<file path="config.mk">
export PLATFORM = sky130hd
export DESIGN_NAME = register_pool_allocator
export DESIGN_NICKNAME = d
export VERILOG_FILES = /design/src/rpa_pkg.sv /design/src/rpa_ram.sv /design/src/register_pool_allocator.sv
export SDC_FILE = /design/constraint.sdc
export NUM_CORES = 2
export LEC_CHECK = 0
export BUFFER_PORTS_ARGS = -buffer_cell sky130_fd_sc_hd__buf_2
export CORE_MARGIN = 4
export CORE_UTILIZATION = 50
export CTS_BUF_LIST = sky130_fd_sc_hd__clkbuf_4 sky130_fd_sc_hd__clkbuf_8
export DETAILED_ROUTE_END_ITERATION = 8
export PLACE_DENSITY = 0.68
export SYNTH_ARGS = -nofsm -noshare
export SYNTH_HDL_FRONTEND = slang
export SYNTH_HIERARCHICAL = 1
export SYNTH_SLANG_ARGS = --single-unit
</file>
<file path="constraint.sdc">
create_clock -name clk -period 4.3 [get_ports clk]
set_input_delay 0.43 -clock clk [delete_from_list [all_inputs] [get_ports clk]]
set_output_delay 0.43 -clock clk [all_outputs]
set_load 0.01 [all_outputs]
</file>
<file path="src/rpa_pkg.sv">
// Shared constants, codes and types for the register pool allocator.
package rpa_pkg;

  localparam int POOL_SIZE  = 12;
  localparam int SAVE_DEPTH = 8;
  localparam int TAG_BITS   = 16;

  localparam int FUNC_W  = 3;
  localparam int INDEX_W = 4;
  localparam int ID_W    = 16;
  localparam int STAT_W  = 3;

  localparam int IN_BITS  = FUNC_W + INDEX_W + ID_W;
  localparam int IN_W     = ((IN_BITS + 7) / 8) * 8;
  localparam int OUT_BITS = 1 + INDEX_W + STAT_W;
  localparam int OUT_W    = ((OUT_BITS + 7) / 8) * 8;

  localparam int IDX_W        = $clog2(POOL_SIZE);
  localparam int CNT_W        = $clog2(POOL_SIZE + 1);
  localparam int LVL_W        = $clog2(SAVE_DEPTH + 1);
  localparam int SD_W         = (SAVE_DEPTH > 1) ? $clog2(SAVE_DEPTH) : 1;
  localparam int SAVE_ENTRIES = SAVE_DEPTH * POOL_SIZE;
  localparam int SAVE_AW      = $clog2(SAVE_ENTRIES);

  localparam logic [FUNC_W-1:0] FUNC_ALLOC_TEMP = 3'd0;
  localparam logic [FUNC_W-1:0] FUNC_ALLOC_VAR  = 3'd1;
  localparam logic [FUNC_W-1:0] FUNC_FREE       = 3'd2;
  localparam logic [FUNC_W-1:0] FUNC_FREE_TEMP  = 3'd3;
  localparam logic [FUNC_W-1:0] FUNC_LOOKUP     = 3'd4;
  localparam logic [FUNC_W-1:0] FUNC_FREE_ALL   = 3'd5;
  localparam logic [FUNC_W-1:0] FUNC_SAVE       = 3'd6;
  localparam logic [FUNC_W-1:0] FUNC_RESTORE    = 3'd7;

  localparam logic [STAT_W-1:0] STATUS_OK          = 3'd0;
  localparam logic [STAT_W-1:0] STATUS_NO_FREE     = 3'd1;
  localparam logic [STAT_W-1:0] STATUS_NOT_FOUND   = 3'd2;
  localparam logic [STAT_W-1:0] STATUS_STACK_FULL  = 3'd3;
  localparam logic [STAT_W-1:0] STATUS_STACK_EMPTY = 3'd4;

  typedef enum logic [2:0] {
    S_IDLE,
    S_CHECK,
    S_SCAN,
    S_SAVE,
    S_RESTORE,
    S_DONE
  } state_t;

endpackage

</file>
<file path="src/rpa_ram.sv">
// Generic single-write, single-read RAM with registered read data.
module rpa_ram #(
  parameter int WIDTH = 16,
  parameter int DEPTH = 16
) (
  input  logic                     clk,
  input  logic                     we,
  input  logic [$clog2(DEPTH)-1:0] waddr,
  input  logic [WIDTH-1:0]         wdata,
  input  logic [$clog2(DEPTH)-1:0] raddr,
  output logic [WIDTH-1:0]         rdata
);

  logic [WIDTH-1:0] mem [DEPTH];

  always_ff @(posedge clk) begin
    if (we) begin
      mem[waddr] <= wdata;
    end
    rdata <= mem[raddr];
  end

endmodule

</file>
<file path="src/register_pool_allocator.sv">
// Register pool allocator: free mask, tag RAM and snapshot stack RAM.
// Alloc, free and free all finish from the idle state; free if temp on an index in the pool
// first reads the tag RAM in a check state; lookup, save and restore step the tag RAM
// or snapshot RAM one entry a cycle, over up to POOL_SIZE entries.
// One item at a time: tready is high only in idle, so a new item waits until the result is loaded.
// Synchronous reset: every register free, all tags invalid (read as zero), snapshot stack empty.
module register_pool_allocator (
  input  logic                     clk,
  input  logic                     rst,
  input  logic                     s_tvalid,
  output logic                     s_tready,
  input  logic [rpa_pkg::IN_W-1:0] s_tdata,  // func[2:0], reg_index[6:3], var_id[22:7]
  output logic                     m_tvalid,
  input  logic                     m_tready,
  output logic [rpa_pkg::OUT_W-1:0] m_tdata  // found[0], out_index[4:1], status[7:5]
);

  rpa_pkg::state_t state, state_next;

  logic [rpa_pkg::FUNC_W-1:0]  in_func;
  logic [rpa_pkg::INDEX_W-1:0] in_index;
  logic [rpa_pkg::TAG_BITS-1:0] in_tag;
  logic                        in_range;
  logic [rpa_pkg::IDX_W-1:0]   in_idx;
  logic                        s_accept;
  logic                        m_load;

  logic [rpa_pkg::POOL_SIZE-1:0] free_mask;
  logic [rpa_pkg::POOL_SIZE-1:0] tag_valid;
  logic [rpa_pkg::POOL_SIZE-1:0] saved_free [rpa_pkg::SAVE_DEPTH];
  logic [rpa_pkg::LVL_W-1:0]     level;
  logic [rpa_pkg::SAVE_AW-1:0]   base;
  logic [rpa_pkg::TAG_BITS-1:0]  op_id;
  logic [rpa_pkg::CNT_W-1:0]     cnt;
  logic                          rd_pend;
  logic [rpa_pkg::IDX_W-1:0]     rd_addr_q;

  logic                          res_found;
  logic [rpa_pkg::INDEX_W-1:0]   res_index;
  logic [rpa_pkg::STAT_W-1:0]    res_status;

  logic                          lf_hit;
  logic [rpa_pkg::IDX_W-1:0]     lf_idx;
  logic                          cnt_issue;
  logic                          rd_last;
  logic [rpa_pkg::TAG_BITS-1:0]  tag_seen;
  logic                          scan_hit;

  logic                          tag_we;
  logic [rpa_pkg::IDX_W-1:0]     tag_waddr;
  logic [rpa_pkg::TAG_BITS-1:0]  tag_wdata;
  logic [rpa_pkg::IDX_W-1:0]     tag_raddr;
  logic [rpa_pkg::TAG_BITS-1:0]  tag_rdata;
  logic                          sv_we;
  logic [rpa_pkg::SAVE_AW-1:0]   sv_waddr;
  logic [rpa_pkg::SAVE_AW-1:0]   sv_raddr;
  logic [rpa_pkg::TAG_BITS-1:0]  sv_rdata;

  assign in_func  = s_tdata[rpa_pkg::FUNC_W-1:0];
  assign in_index = s_tdata[rpa_pkg::FUNC_W +: rpa_pkg::INDEX_W];
  assign in_tag   = rpa_pkg::TAG_BITS'(s_tdata[rpa_pkg::FUNC_W + rpa_pkg::INDEX_W +: rpa_pkg::ID_W]);
  assign in_range = 32'(in_index) < rpa_pkg::POOL_SIZE;
  assign in_idx   = rpa_pkg::IDX_W'(in_index);

  assign s_tready = (state == rpa_pkg::S_IDLE);
  assign s_accept = s_tvalid && s_tready;
  assign m_load   = (state == rpa_pkg::S_DONE) && (!m_tvalid || m_tready);

  assign cnt_issue = cnt < rpa_pkg::CNT_W'(rpa_pkg::POOL_SIZE);
  assign rd_last   = rd_pend && (rd_addr_q == rpa_pkg::IDX_W'(rpa_pkg::POOL_SIZE - 1));
  assign tag_seen  = tag_valid[rd_addr_q] ? tag_rdata : '0;
  assign scan_hit  = rd_pend && (tag_seen == op_id);

  always_comb begin
    lf_hit = |free_mask;
    lf_idx = '0;
    for (int i = rpa_pkg::POOL_SIZE - 1; i >= 0; i--) begin
      if (free_mask[i]) begin
        lf_idx = rpa_pkg::IDX_W'(i);
      end
    end
  end

  always_comb begin
    state_next = state;
    case (state)
      rpa_pkg::S_IDLE: begin
        if (s_accept) begin
          case (in_func)
            rpa_pkg::FUNC_FREE_TEMP: begin
              state_next = in_range ? rpa_pkg::S_CHECK : rpa_pkg::S_DONE;
            end
            rpa_pkg::FUNC_LOOKUP: state_next = rpa_pkg::S_SCAN;
            rpa_pkg::FUNC_SAVE: begin
              state_next = (32'(level) >= rpa_pkg::SAVE_DEPTH) ? rpa_pkg::S_DONE
                                                               : rpa_pkg::S_SAVE;
            end
            rpa_pkg::FUNC_RESTORE: begin
              state_next = (level == '0) ? rpa_pkg::S_DONE : rpa_pkg::S_RESTORE;
            end
            default: state_next = rpa_pkg::S_DONE;
          endcase
        end
      end
      rpa_pkg::S_CHECK: state_next = rpa_pkg::S_DONE;
      rpa_pkg::S_SCAN: begin
        if (scan_hit || rd_last) begin
          state_next = rpa_pkg::S_DONE;
        end
      end
      rpa_pkg::S_SAVE, rpa_pkg::S_RESTORE: begin
        if (rd_last) begin
          state_next = rpa_pkg::S_DONE;
        end
      end
      rpa_pkg::S_DONE: begin
        if (m_load) begin
          state_next = rpa_pkg::S_IDLE;
        end
      end
      default: state_next = rpa_pkg::S_IDLE;
    endcase
  end

  always_comb begin
    tag_we    = 1'b0;
    tag_waddr = rd_addr_q;
    tag_wdata = sv_rdata;
    tag_raddr = (state == rpa_pkg::S_IDLE) ? in_idx : rpa_pkg::IDX_W'(cnt);
    sv_we     = 1'b0;
    sv_waddr  = base + rpa_pkg::SAVE_AW'(rd_addr_q);
    sv_raddr  = base + rpa_pkg::SAVE_AW'(cnt);
    case (state)
      rpa_pkg::S_IDLE: begin
        if (s_accept && lf_hit &&
            (in_func == rpa_pkg::FUNC_ALLOC_TEMP || in_func == rpa_pkg::FUNC_ALLOC_VAR)) begin
          tag_we    = 1'b1;
          tag_waddr = lf_idx;
          tag_wdata = (in_func == rpa_pkg::FUNC_ALLOC_VAR) ? in_tag : '0;
        end
      end
      rpa_pkg::S_SAVE:    sv_we  = rd_pend;
      rpa_pkg::S_RESTORE: tag_we = rd_pend;
      default: begin
      end
    endcase
  end

  always_ff @(posedge clk) begin
    if (rst) begin
      state     <= rpa_pkg::S_IDLE;
      free_mask <= '1;
      tag_valid <= '0;
      level     <= '0;
      rd_pend   <= 1'b0;
      m_tvalid  <= 1'b0;
    end else begin
      state   <= state_next;
      rd_pend <= 1'b0;
      if ((state == rpa_pkg::S_SCAN || state == rpa_pkg::S_SAVE ||
           state == rpa_pkg::S_RESTORE) && cnt_issue) begin
        cnt       <= cnt + 1'b1;
        rd_addr_q <= rpa_pkg::IDX_W'(cnt);
        rd_pend   <= 1'b1;
      end
      if (m_load) begin
        m_tvalid <= 1'b1;
        m_tdata  <= rpa_pkg::OUT_W'({res_status, res_index, res_found});
      end else if (m_tready) begin
        m_tvalid <= 1'b0;
      end
      case (state)
        rpa_pkg::S_IDLE: begin
          if (s_accept) begin
            cnt        <= '0;
            rd_addr_q  <= in_idx;
            op_id      <= in_tag;
            res_found  <= 1'b0;
            res_index  <= '0;
            res_status <= rpa_pkg::STATUS_OK;
            case (in_func)
              rpa_pkg::FUNC_ALLOC_TEMP, rpa_pkg::FUNC_ALLOC_VAR: begin
                if (lf_hit) begin
                  free_mask[lf_idx] <= 1'b0;
                  tag_valid[lf_idx] <= 1'b1;
                  res_found         <= 1'b1;
                  res_index         <= rpa_pkg::INDEX_W'(lf_idx);
                end else begin
                  res_status <= rpa_pkg::STATUS_NO_FREE;
                end
              end
              rpa_pkg::FUNC_FREE, rpa_pkg::FUNC_FREE_TEMP: begin
                if (!in_range) begin
                  res_status <= rpa_pkg::STATUS_NOT_FOUND;
                end else if (in_func == rpa_pkg::FUNC_FREE) begin
                  free_mask[in_idx] <= 1'b1;
                  tag_valid[in_idx] <= 1'b0;
                  res_found         <= 1'b1;
                end
              end
              rpa_pkg::FUNC_LOOKUP: res_status <= rpa_pkg::STATUS_NOT_FOUND;
              rpa_pkg::FUNC_FREE_ALL: begin
                free_mask <= '1;
                tag_valid <= '0;
                res_found <= 1'b1;
              end
              rpa_pkg::FUNC_SAVE: begin
                if (32'(level) >= rpa_pkg::SAVE_DEPTH) begin
                  res_status <= rpa_pkg::STATUS_STACK_FULL;
                end else begin
                  base <= rpa_pkg::SAVE_AW'(32'(level) * rpa_pkg::POOL_SIZE);
                end
              end
              rpa_pkg::FUNC_RESTORE: begin
                if (level == '0) begin
                  res_status <= rpa_pkg::STATUS_STACK_EMPTY;
                end else begin
                  level <= level - 1'b1;
                  base  <= rpa_pkg::SAVE_AW'((32'(level) - 1) * rpa_pkg::POOL_SIZE);
                end
              end
              default: begin
              end
            endcase
          end
        end
        rpa_pkg::S_CHECK: begin
          if (tag_seen == '0) begin
            free_mask[rd_addr_q] <= 1'b1;
            tag_valid[rd_addr_q] <= 1'b0;
            res_found            <= 1'b1;
          end
        end
        rpa_pkg::S_SCAN: begin
          if (scan_hit) begin
            res_found  <= 1'b1;
            res_index  <= rpa_pkg::INDEX_W'(rd_addr_q);
            res_status <= rpa_pkg::STATUS_OK;
          end
        end
        rpa_pkg::S_SAVE: begin
          if (rd_last) begin
            saved_free[level[rpa_pkg::SD_W-1:0]] <= free_mask;
            level     <= level + 1'b1;
            free_mask <= '1;
            tag_valid <= '0;
            res_found <= 1'b1;
          end
        end
        rpa_pkg::S_RESTORE: begin
          if (rd_pend) begin
            tag_valid[rd_addr_q] <= 1'b1;
          end
          if (rd_last) begin
            free_mask <= saved_free[level[rpa_pkg::SD_W-1:0]];
            res_found <= 1'b1;
          end
        end
        default: begin
        end
      endcase
    end
  end

  rpa_ram #(
    .WIDTH(rpa_pkg::TAG_BITS),
    .DEPTH(rpa_pkg::POOL_SIZE)
  ) u_tag_ram (
    .clk  (clk),
    .we   (tag_we),
    .waddr(tag_waddr),
    .wdata(tag_wdata),
    .raddr(tag_raddr),
    .rdata(tag_rdata)
  );

  rpa_ram #(
    .WIDTH(rpa_pkg::TAG_BITS),
    .DEPTH(rpa_pkg::SAVE_ENTRIES)
  ) u_save_ram (
    .clk  (clk),
    .we   (sv_we),
    .waddr(sv_waddr),
    .wdata(tag_seen),
    .raddr(sv_raddr),
    .rdata(sv_rdata)
  );

endmodule

</file>
Word level (Yosys, flattened, before mapping). Memories as Yosys holds them, arrays and structs flattened. A register that Yosys moved wholly into a read port is not among the register bits. Index checks and enable logic that the tools add are counted.

Bits in registers: 80. RAM bits: 1824. Input bits: 28. Output and inout port bits: 10. Word-level logic and storage cells: 221. Memories kept: 3.

$add $sub $neg: 6. Multiply operators: 2. $lt $le $gt $ge: 9. Equality and inequality tests: 31. Multiplexer cells: 106. Bitwise gates (word level): 11. Reduce and logical (&&, ||, !) cells: 39.

Memories: u_save_ram.mem (depth 96, bits a word 16, read ports 1, clocked after Yosys merged registers in 1, wr ports 1, RTL line rpa_ram.sv:14) `logic [WIDTH-1:0] mem [DEPTH];`; u_tag_ram.mem (depth 12, bits a word 16, read ports 1, clocked after Yosys merged registers in 1, wr ports 1, RTL line rpa_ram.sv:14); saved_free (depth 8, bits a word 12, read ports 1, clocked after Yosys merged registers in 1, wr ports 1, RTL line register_pool_allocator.sv:30) `logic [rpa_pkg::POOL_SIZE-1:0] saved_free [rpa_pkg::SAVE_DEPTH];`.

Operator list (count): 2-to-1 mux 12 bit (14); 2-to-1 mux 4 bit (29); one-hot mux 12 bit (4 select lines) (2); one-hot mux 12 bit (3 select lines) (2); 2-to-1 mux 16 bit (4); bitwise OR 12 bit (4); AND 12 bit (3); inverter 12 bit (3); 2-to-1 mux 3 bit (11); multiplier 32 x 2 -> 5 bit (second input constant) (1); one-hot mux 3 bit (5 select lines) (2); 2-to-1 mux 1 bit (26); inequality test 2 bit (second input constant) (10); == test 3 bit (second input constant) (6); AND reduction 9 bit (2); == test 16 bit (1); zero test 16 bit (1); one-hot mux 4 bit (2 select lines) (2); < comparator 4 x 5 -> 1 bit (second input constant) (3); adder 7 x 4 -> 7 bit (2); 2-to-1 mux 7 bit (2); one-hot mux 7 bit (2 select lines) (1); demux 1 bit (select 4 bit) (3); == test 3 x 2 -> 1 bit (second input constant) (4); other kinds (34) (66).

Logic depth before layout (Yosys ltp).
Word-level depth: 22. Depth in mapped cells: 13. Depth with buffers taken out: 10.

Cells and area by module. The synthesis kept the hierarchy.

By module, submodules not included: rpa_ram at u_save_ram (instances 1, cells each 2614, area each 59226.8 µm², sequential area each 46444.5 µm²); register_pool_allocator (instances 1, cells each 908, area each 9839.4 µm², sequential area each 4954.8 µm²); rpa_ram at u_tag_ram (instances 1, cells each 342, area each 7609.8 µm², sequential area each 6085.8 µm²).

Worst setup path after synthesis. No wires, ideal clock.

Path kind: register to register. Start: register state[1]. End: memory u_tag_ram.mem[0][0], enable pin. Setup time: 0.409 ns. Data arrival time: 3.352 ns. Required time: 3.891 ns. Path slack: 0.539 ns. Cell stages (with the launch flop): 11. Buffers on the path: 3. Period minus slack after synthesis: 3.761 ns. Cells stage by stage: dfxtp_1 clkbuf_1 or2_2 clkbuf_1 nor2_1 and2_1 nand3_1 clkbuf_1 a21oi_1 or3b_2 nor3_1.

Cells in the longest elaborated chain, start to end: 8. Elaborated cells between the ends (all ways): 11.

RTL lines: from (decl) (RTL line register_pool_allocator.sv:18) `rpa_pkg::state_t state, state_next;`; from (signal assigned) (RTL line register_pool_allocator.sv:151) `state <= rpa_pkg::S_IDLE;`; from (signal assigned) (RTL line register_pool_allocator.sv:158) `state <= state_next;`; zero test 3 bit (RTL line register_pool_allocator.sv:65, register_pool_allocator.sv:133); logical AND 1 bit (RTL line register_pool_allocator.sv:66) `assign s_accept = s_tvalid && s_tready;`; logical AND 1 bit (2 in series) (RTL line register_pool_allocator.sv:135) `if (s_accept && lf_hit &&`; 2-to-1 mux 1 bit (RTL line register_pool_allocator.sv:135); one-hot mux 1 bit (2 select lines) (*) (RTL line register_pool_allocator.sv:133) `case (state)`; named net tag_we (RTL line register_pool_allocator.sv:49) `logic tag_we;`; 2-to-1 mux 1 bit (*) (RTL line rpa_ram.sv:17) `if (we) begin`; 2-to-1 mux 1 bit (not written as such) (*) (RTL line rpa_ram.sv:18) `mem[waddr] <= wdata;`; to (decl) (RTL line rpa_ram.sv:14).

The timed path passes the listed nets; every way through them passes the cells marked *.

Final worst setup path.
Start: register state[0]. End: memory u_tag_ram.mem[3][7], enable pin.

Elaborated cells between the ends (all ways): 11.

RTL lines: zero test 3 bit (*) (RTL line register_pool_allocator.sv:65, register_pool_allocator.sv:133); logical AND 1 bit (RTL line register_pool_allocator.sv:66); logical AND 1 bit (2 in series) (RTL line register_pool_allocator.sv:135); 2-to-1 mux 4 bit (RTL line register_pool_allocator.sv:135); 2-to-1 mux 4 bit (*) (RTL line register_pool_allocator.sv:133); named net tag_waddr (one bit) (RTL line register_pool_allocator.sv:50) `logic [rpa_pkg::IDX_W-1:0] tag_waddr;`.

Marks and branches as above.

==> impl_metrics.yaml <==
status:
  status: "finished clean"
global_route:
  grt_max_degree: 102
  grt_overflow: 0
  track_usage_pct: 23.0
  grt_pass1_wl_um: 268000
  antenna_found_initial: 4
  first_global_vias: 39994
finish:
  post-route-util_pct: 56.9
  synthToLayoutAreaGrowth_pct: 13.0
  final_layout_size_suffix_gt1_share_pct: 28.7
  layout.nets: 4310
  fillCellCount: 11252
synthesis:
  synth_warnings: 6
  synth_edf_count: 1869
  async_reset_ff_share_pct: 0
  synth_cell_types: 78
  synth_area_leaders: "edfxtp_1, mux4_2, mux2i_1"
  synthFlopType: "edfxtp_1"
  syn-instance-count: 3864
  yosysTopAreaCell: "edfxtp_1"
  avgSynthCellArea_um2: 19.8
  synth.top_cell.area_share_pct: 73.2
  yosysSeqAreaShare_pct: 75.0
  synth_nets: 3917
  netlist_area_um2: 76700
  synth-seq-cells: 1937
  synth_common_cells: "edfxtp_1, mux4_2, nor2_1, nand2_1, mux2i_1"
  synth.most_common_cell: "edfxtp_1"
placed_design:
  gp_congestion: 0.922
  dp_slack_ns: 0.536
  post-dp-hpwl_um: 107000
  port_buffers: 36
clocking:
  cts_hold_buf: 30
  cts_buffers: 315
  clock-root-buffer: "clkbuf_8"
  cts_buffer_depth: 4
  insertion_delay_ns: 1.01
  clk_pin_slew_ns: 0.06
  cts_num_sinks: 1937
  cts_tree: "yes"
  htreeDepth: 5
  post_cts_buffers: 0
  postCtsResizedCells: 0
timing:
  rsz0062_at_grt: "false"
  hold_viol: 0
  whs_ns: 0.218
  finalClockSkew_ns: 0.0509
  relSlewSlack_pct: 12.0
  timing.final.crit_share_pct: 89.0
  worstMarginPinSlew_ns: 1.31
  max_freq_mhz: 261
  period_needed_ns: 3.83
  setup_viol: 0
  tns_ns: 0
  report.final.slew_viol_count: 0
  postLayoutSetupSlackWorst_ns: 0.472
pwr:
  p_per_area_nw_per_um2: 580
  power_mw: 50.3
  peakVddDrop_v: 0.000354
  power.leakage_nw: 27.4
route:
  viasPerCell: 6.12
  drt_iter0_drc: 4573
  detail-route-antenna-nets: 0
  vias: 39817
  drc_errors: 0
  detail_route.first_pass.iterations: 7
  wl_um: 182000
  avgRoutedWirePerCell_um: 28.0
run:
  cap_violations: 0
critical_path:
  crit_type: "flop to flop"
  worstPathMaxFanout: 34
  reg2reg_slack_ns: 0.47
  worstPathArrival_ns: 4.48
  worstPathRequired_ns: 4.95
  cp-start-kind: "flop"
  crit_path_end_kind: "flop"
floorplan:
  rows: 143
  die_width_um: 400
  die_area_um2: 160000
  fp.coreArea_um2: 152000
  start_util_pct: 50.4
  fp.dieH_um: 400
  ios: 38
hold_path:
  min_path_type: "input pin to flop"
metrics by stage:
| stage | instances | cell area [um^2] |
|---|---|---|
| 5_1_grt | 6500 | 86600 |
| 4_1_cts | 6495 | 86600 |
| 3_5_place_dp | 5939 | 80500 |
| 2_1_floorplan | 3864 | 76700 |
| 6_report | 6502 | 86700 |
| 3_3_place_gp | 5939 | 80500 |
flip-flops by register name (all words and copies together), names as in the netlist, named ones only:
register,count
res_found,1
op_id,16
state,3
rd_pend,1
res_index,4
m_tvalid,1
u_tag_ram/rdata,16
base,5
res_status,3
free_mask,12
saved_free,96
m_tdata,8
rd_addr_q,4
cnt,4
tag_valid,12
u_save_ram/rdata,16
level,4
u_save_ram/mem,1536
u_tag_ram/mem,192
power breakdown:
part           internal (mW)  leakage (nW)  switching [mW]  total, mW
registers               22.0          17.1           0.563       22.6
clock network           8.26          3.12            6.85       15.1
logic                   5.15          7.21            7.43       12.6
total                   35.4          27.4            14.8       50.3
layer usage:
metal  share of wire [%]  global-route usage [%]
met5              0.0071                       0
met4                 3.9                    9.09
met3                 8.5                    4.54
met2                  48                    36.0
met1                  40                    32.3
path summary, 6_finish.rpt:
| kind | startpoint | end | cells past startpoint |
|---|---|---|---|
| hold / removal | s_tdata[20] | op_id[13]$_DFFE_PP_ | 2 |
| setup / recovery | state[0]$_SDFFE_PP0P_ | u_tag_ram/mem[3][7]$_DFFE_PP_ | 10 |
| setup reg to reg | state[0]$_SDFFE_PP0P_ | u_tag_ram/mem[3][7]$_DFFE_PP_ | 10 |
| hold reg to reg | res_found$_SDFFCE_PP1P_ | m_tdata[0]$_DFFE_PP_ | 0 |
cells in the final DEF, fill, tap and decap left out, drive strengths merged, types with 8 or more instances in the layout:
| master | n |
|---|---|
| a211oi | 10 |
| a21o | 12 |
| a21oi | 96 |
| a22oi | 63 |
| a31oi | 16 |
| and2 | 34 |
| buf | 255 |
| clkbuf | 436 |
| clkinv | 78 |
| dfxtp | 68 |
| dlygate4sd3 | 30 |
| edfxtp | 1869 |
| ha | 20 |
| inv | 33 |
| mux2 | 15 |
| mux2i | 138 |
| mux4 | 449 |
| nand2 | 174 |
| nand2b | 34 |
| nand3 | 67 |
| nand3b | 12 |
| nor2 | 180 |
| nor2b | 27 |
| nor3 | 35 |
| nor3b | 8 |
| o2111ai | 24 |
| o211ai | 17 |
| o21ai | 73 |
| o221ai | 22 |
| o22ai | 35 |
| or2 | 9 |
| xnor2 | 19 |
cell type report:
cell class	instances	area (um^2)	share of cell area, %
Clock inverter	90	533	0.615
Inverter	31	118	0.136
Antenna cell	6	15.0	0.0173
Multi-Input combinational cell	1687	18200	21.0
Timing Repair Buffer	285	2410	2.78
Sequential cell	1937	57500	66.3
Tap cell	2030	2540	2.93
Clock buffer	436	5330	6.15
critical path, cell delays in order (launching register included):
cell and delay (ns):
dfxtp_1 0.29, buf_4 0.17, or2_2 0.35, nor2_1 0.13, and2_1 0.48, nand3_1 0.33
buf_4 0.34, o21ai_0 0.62, nand2_1 0.19, nor2_1 0.20, buf_4 0.37
cells by family after synthesis:
logic type      after synthesis  synth area share (%)
mux                         602                  15.2
simple gates                622                  3.93
buf+inv                     240                  1.54
compound gates              414                  3.60
flops                      1937                  75.0
fa+ha+maj                    25                 0.457
xor+xnor                     24                 0.274
Note: power is estimated with default switching activity, not from simulation.
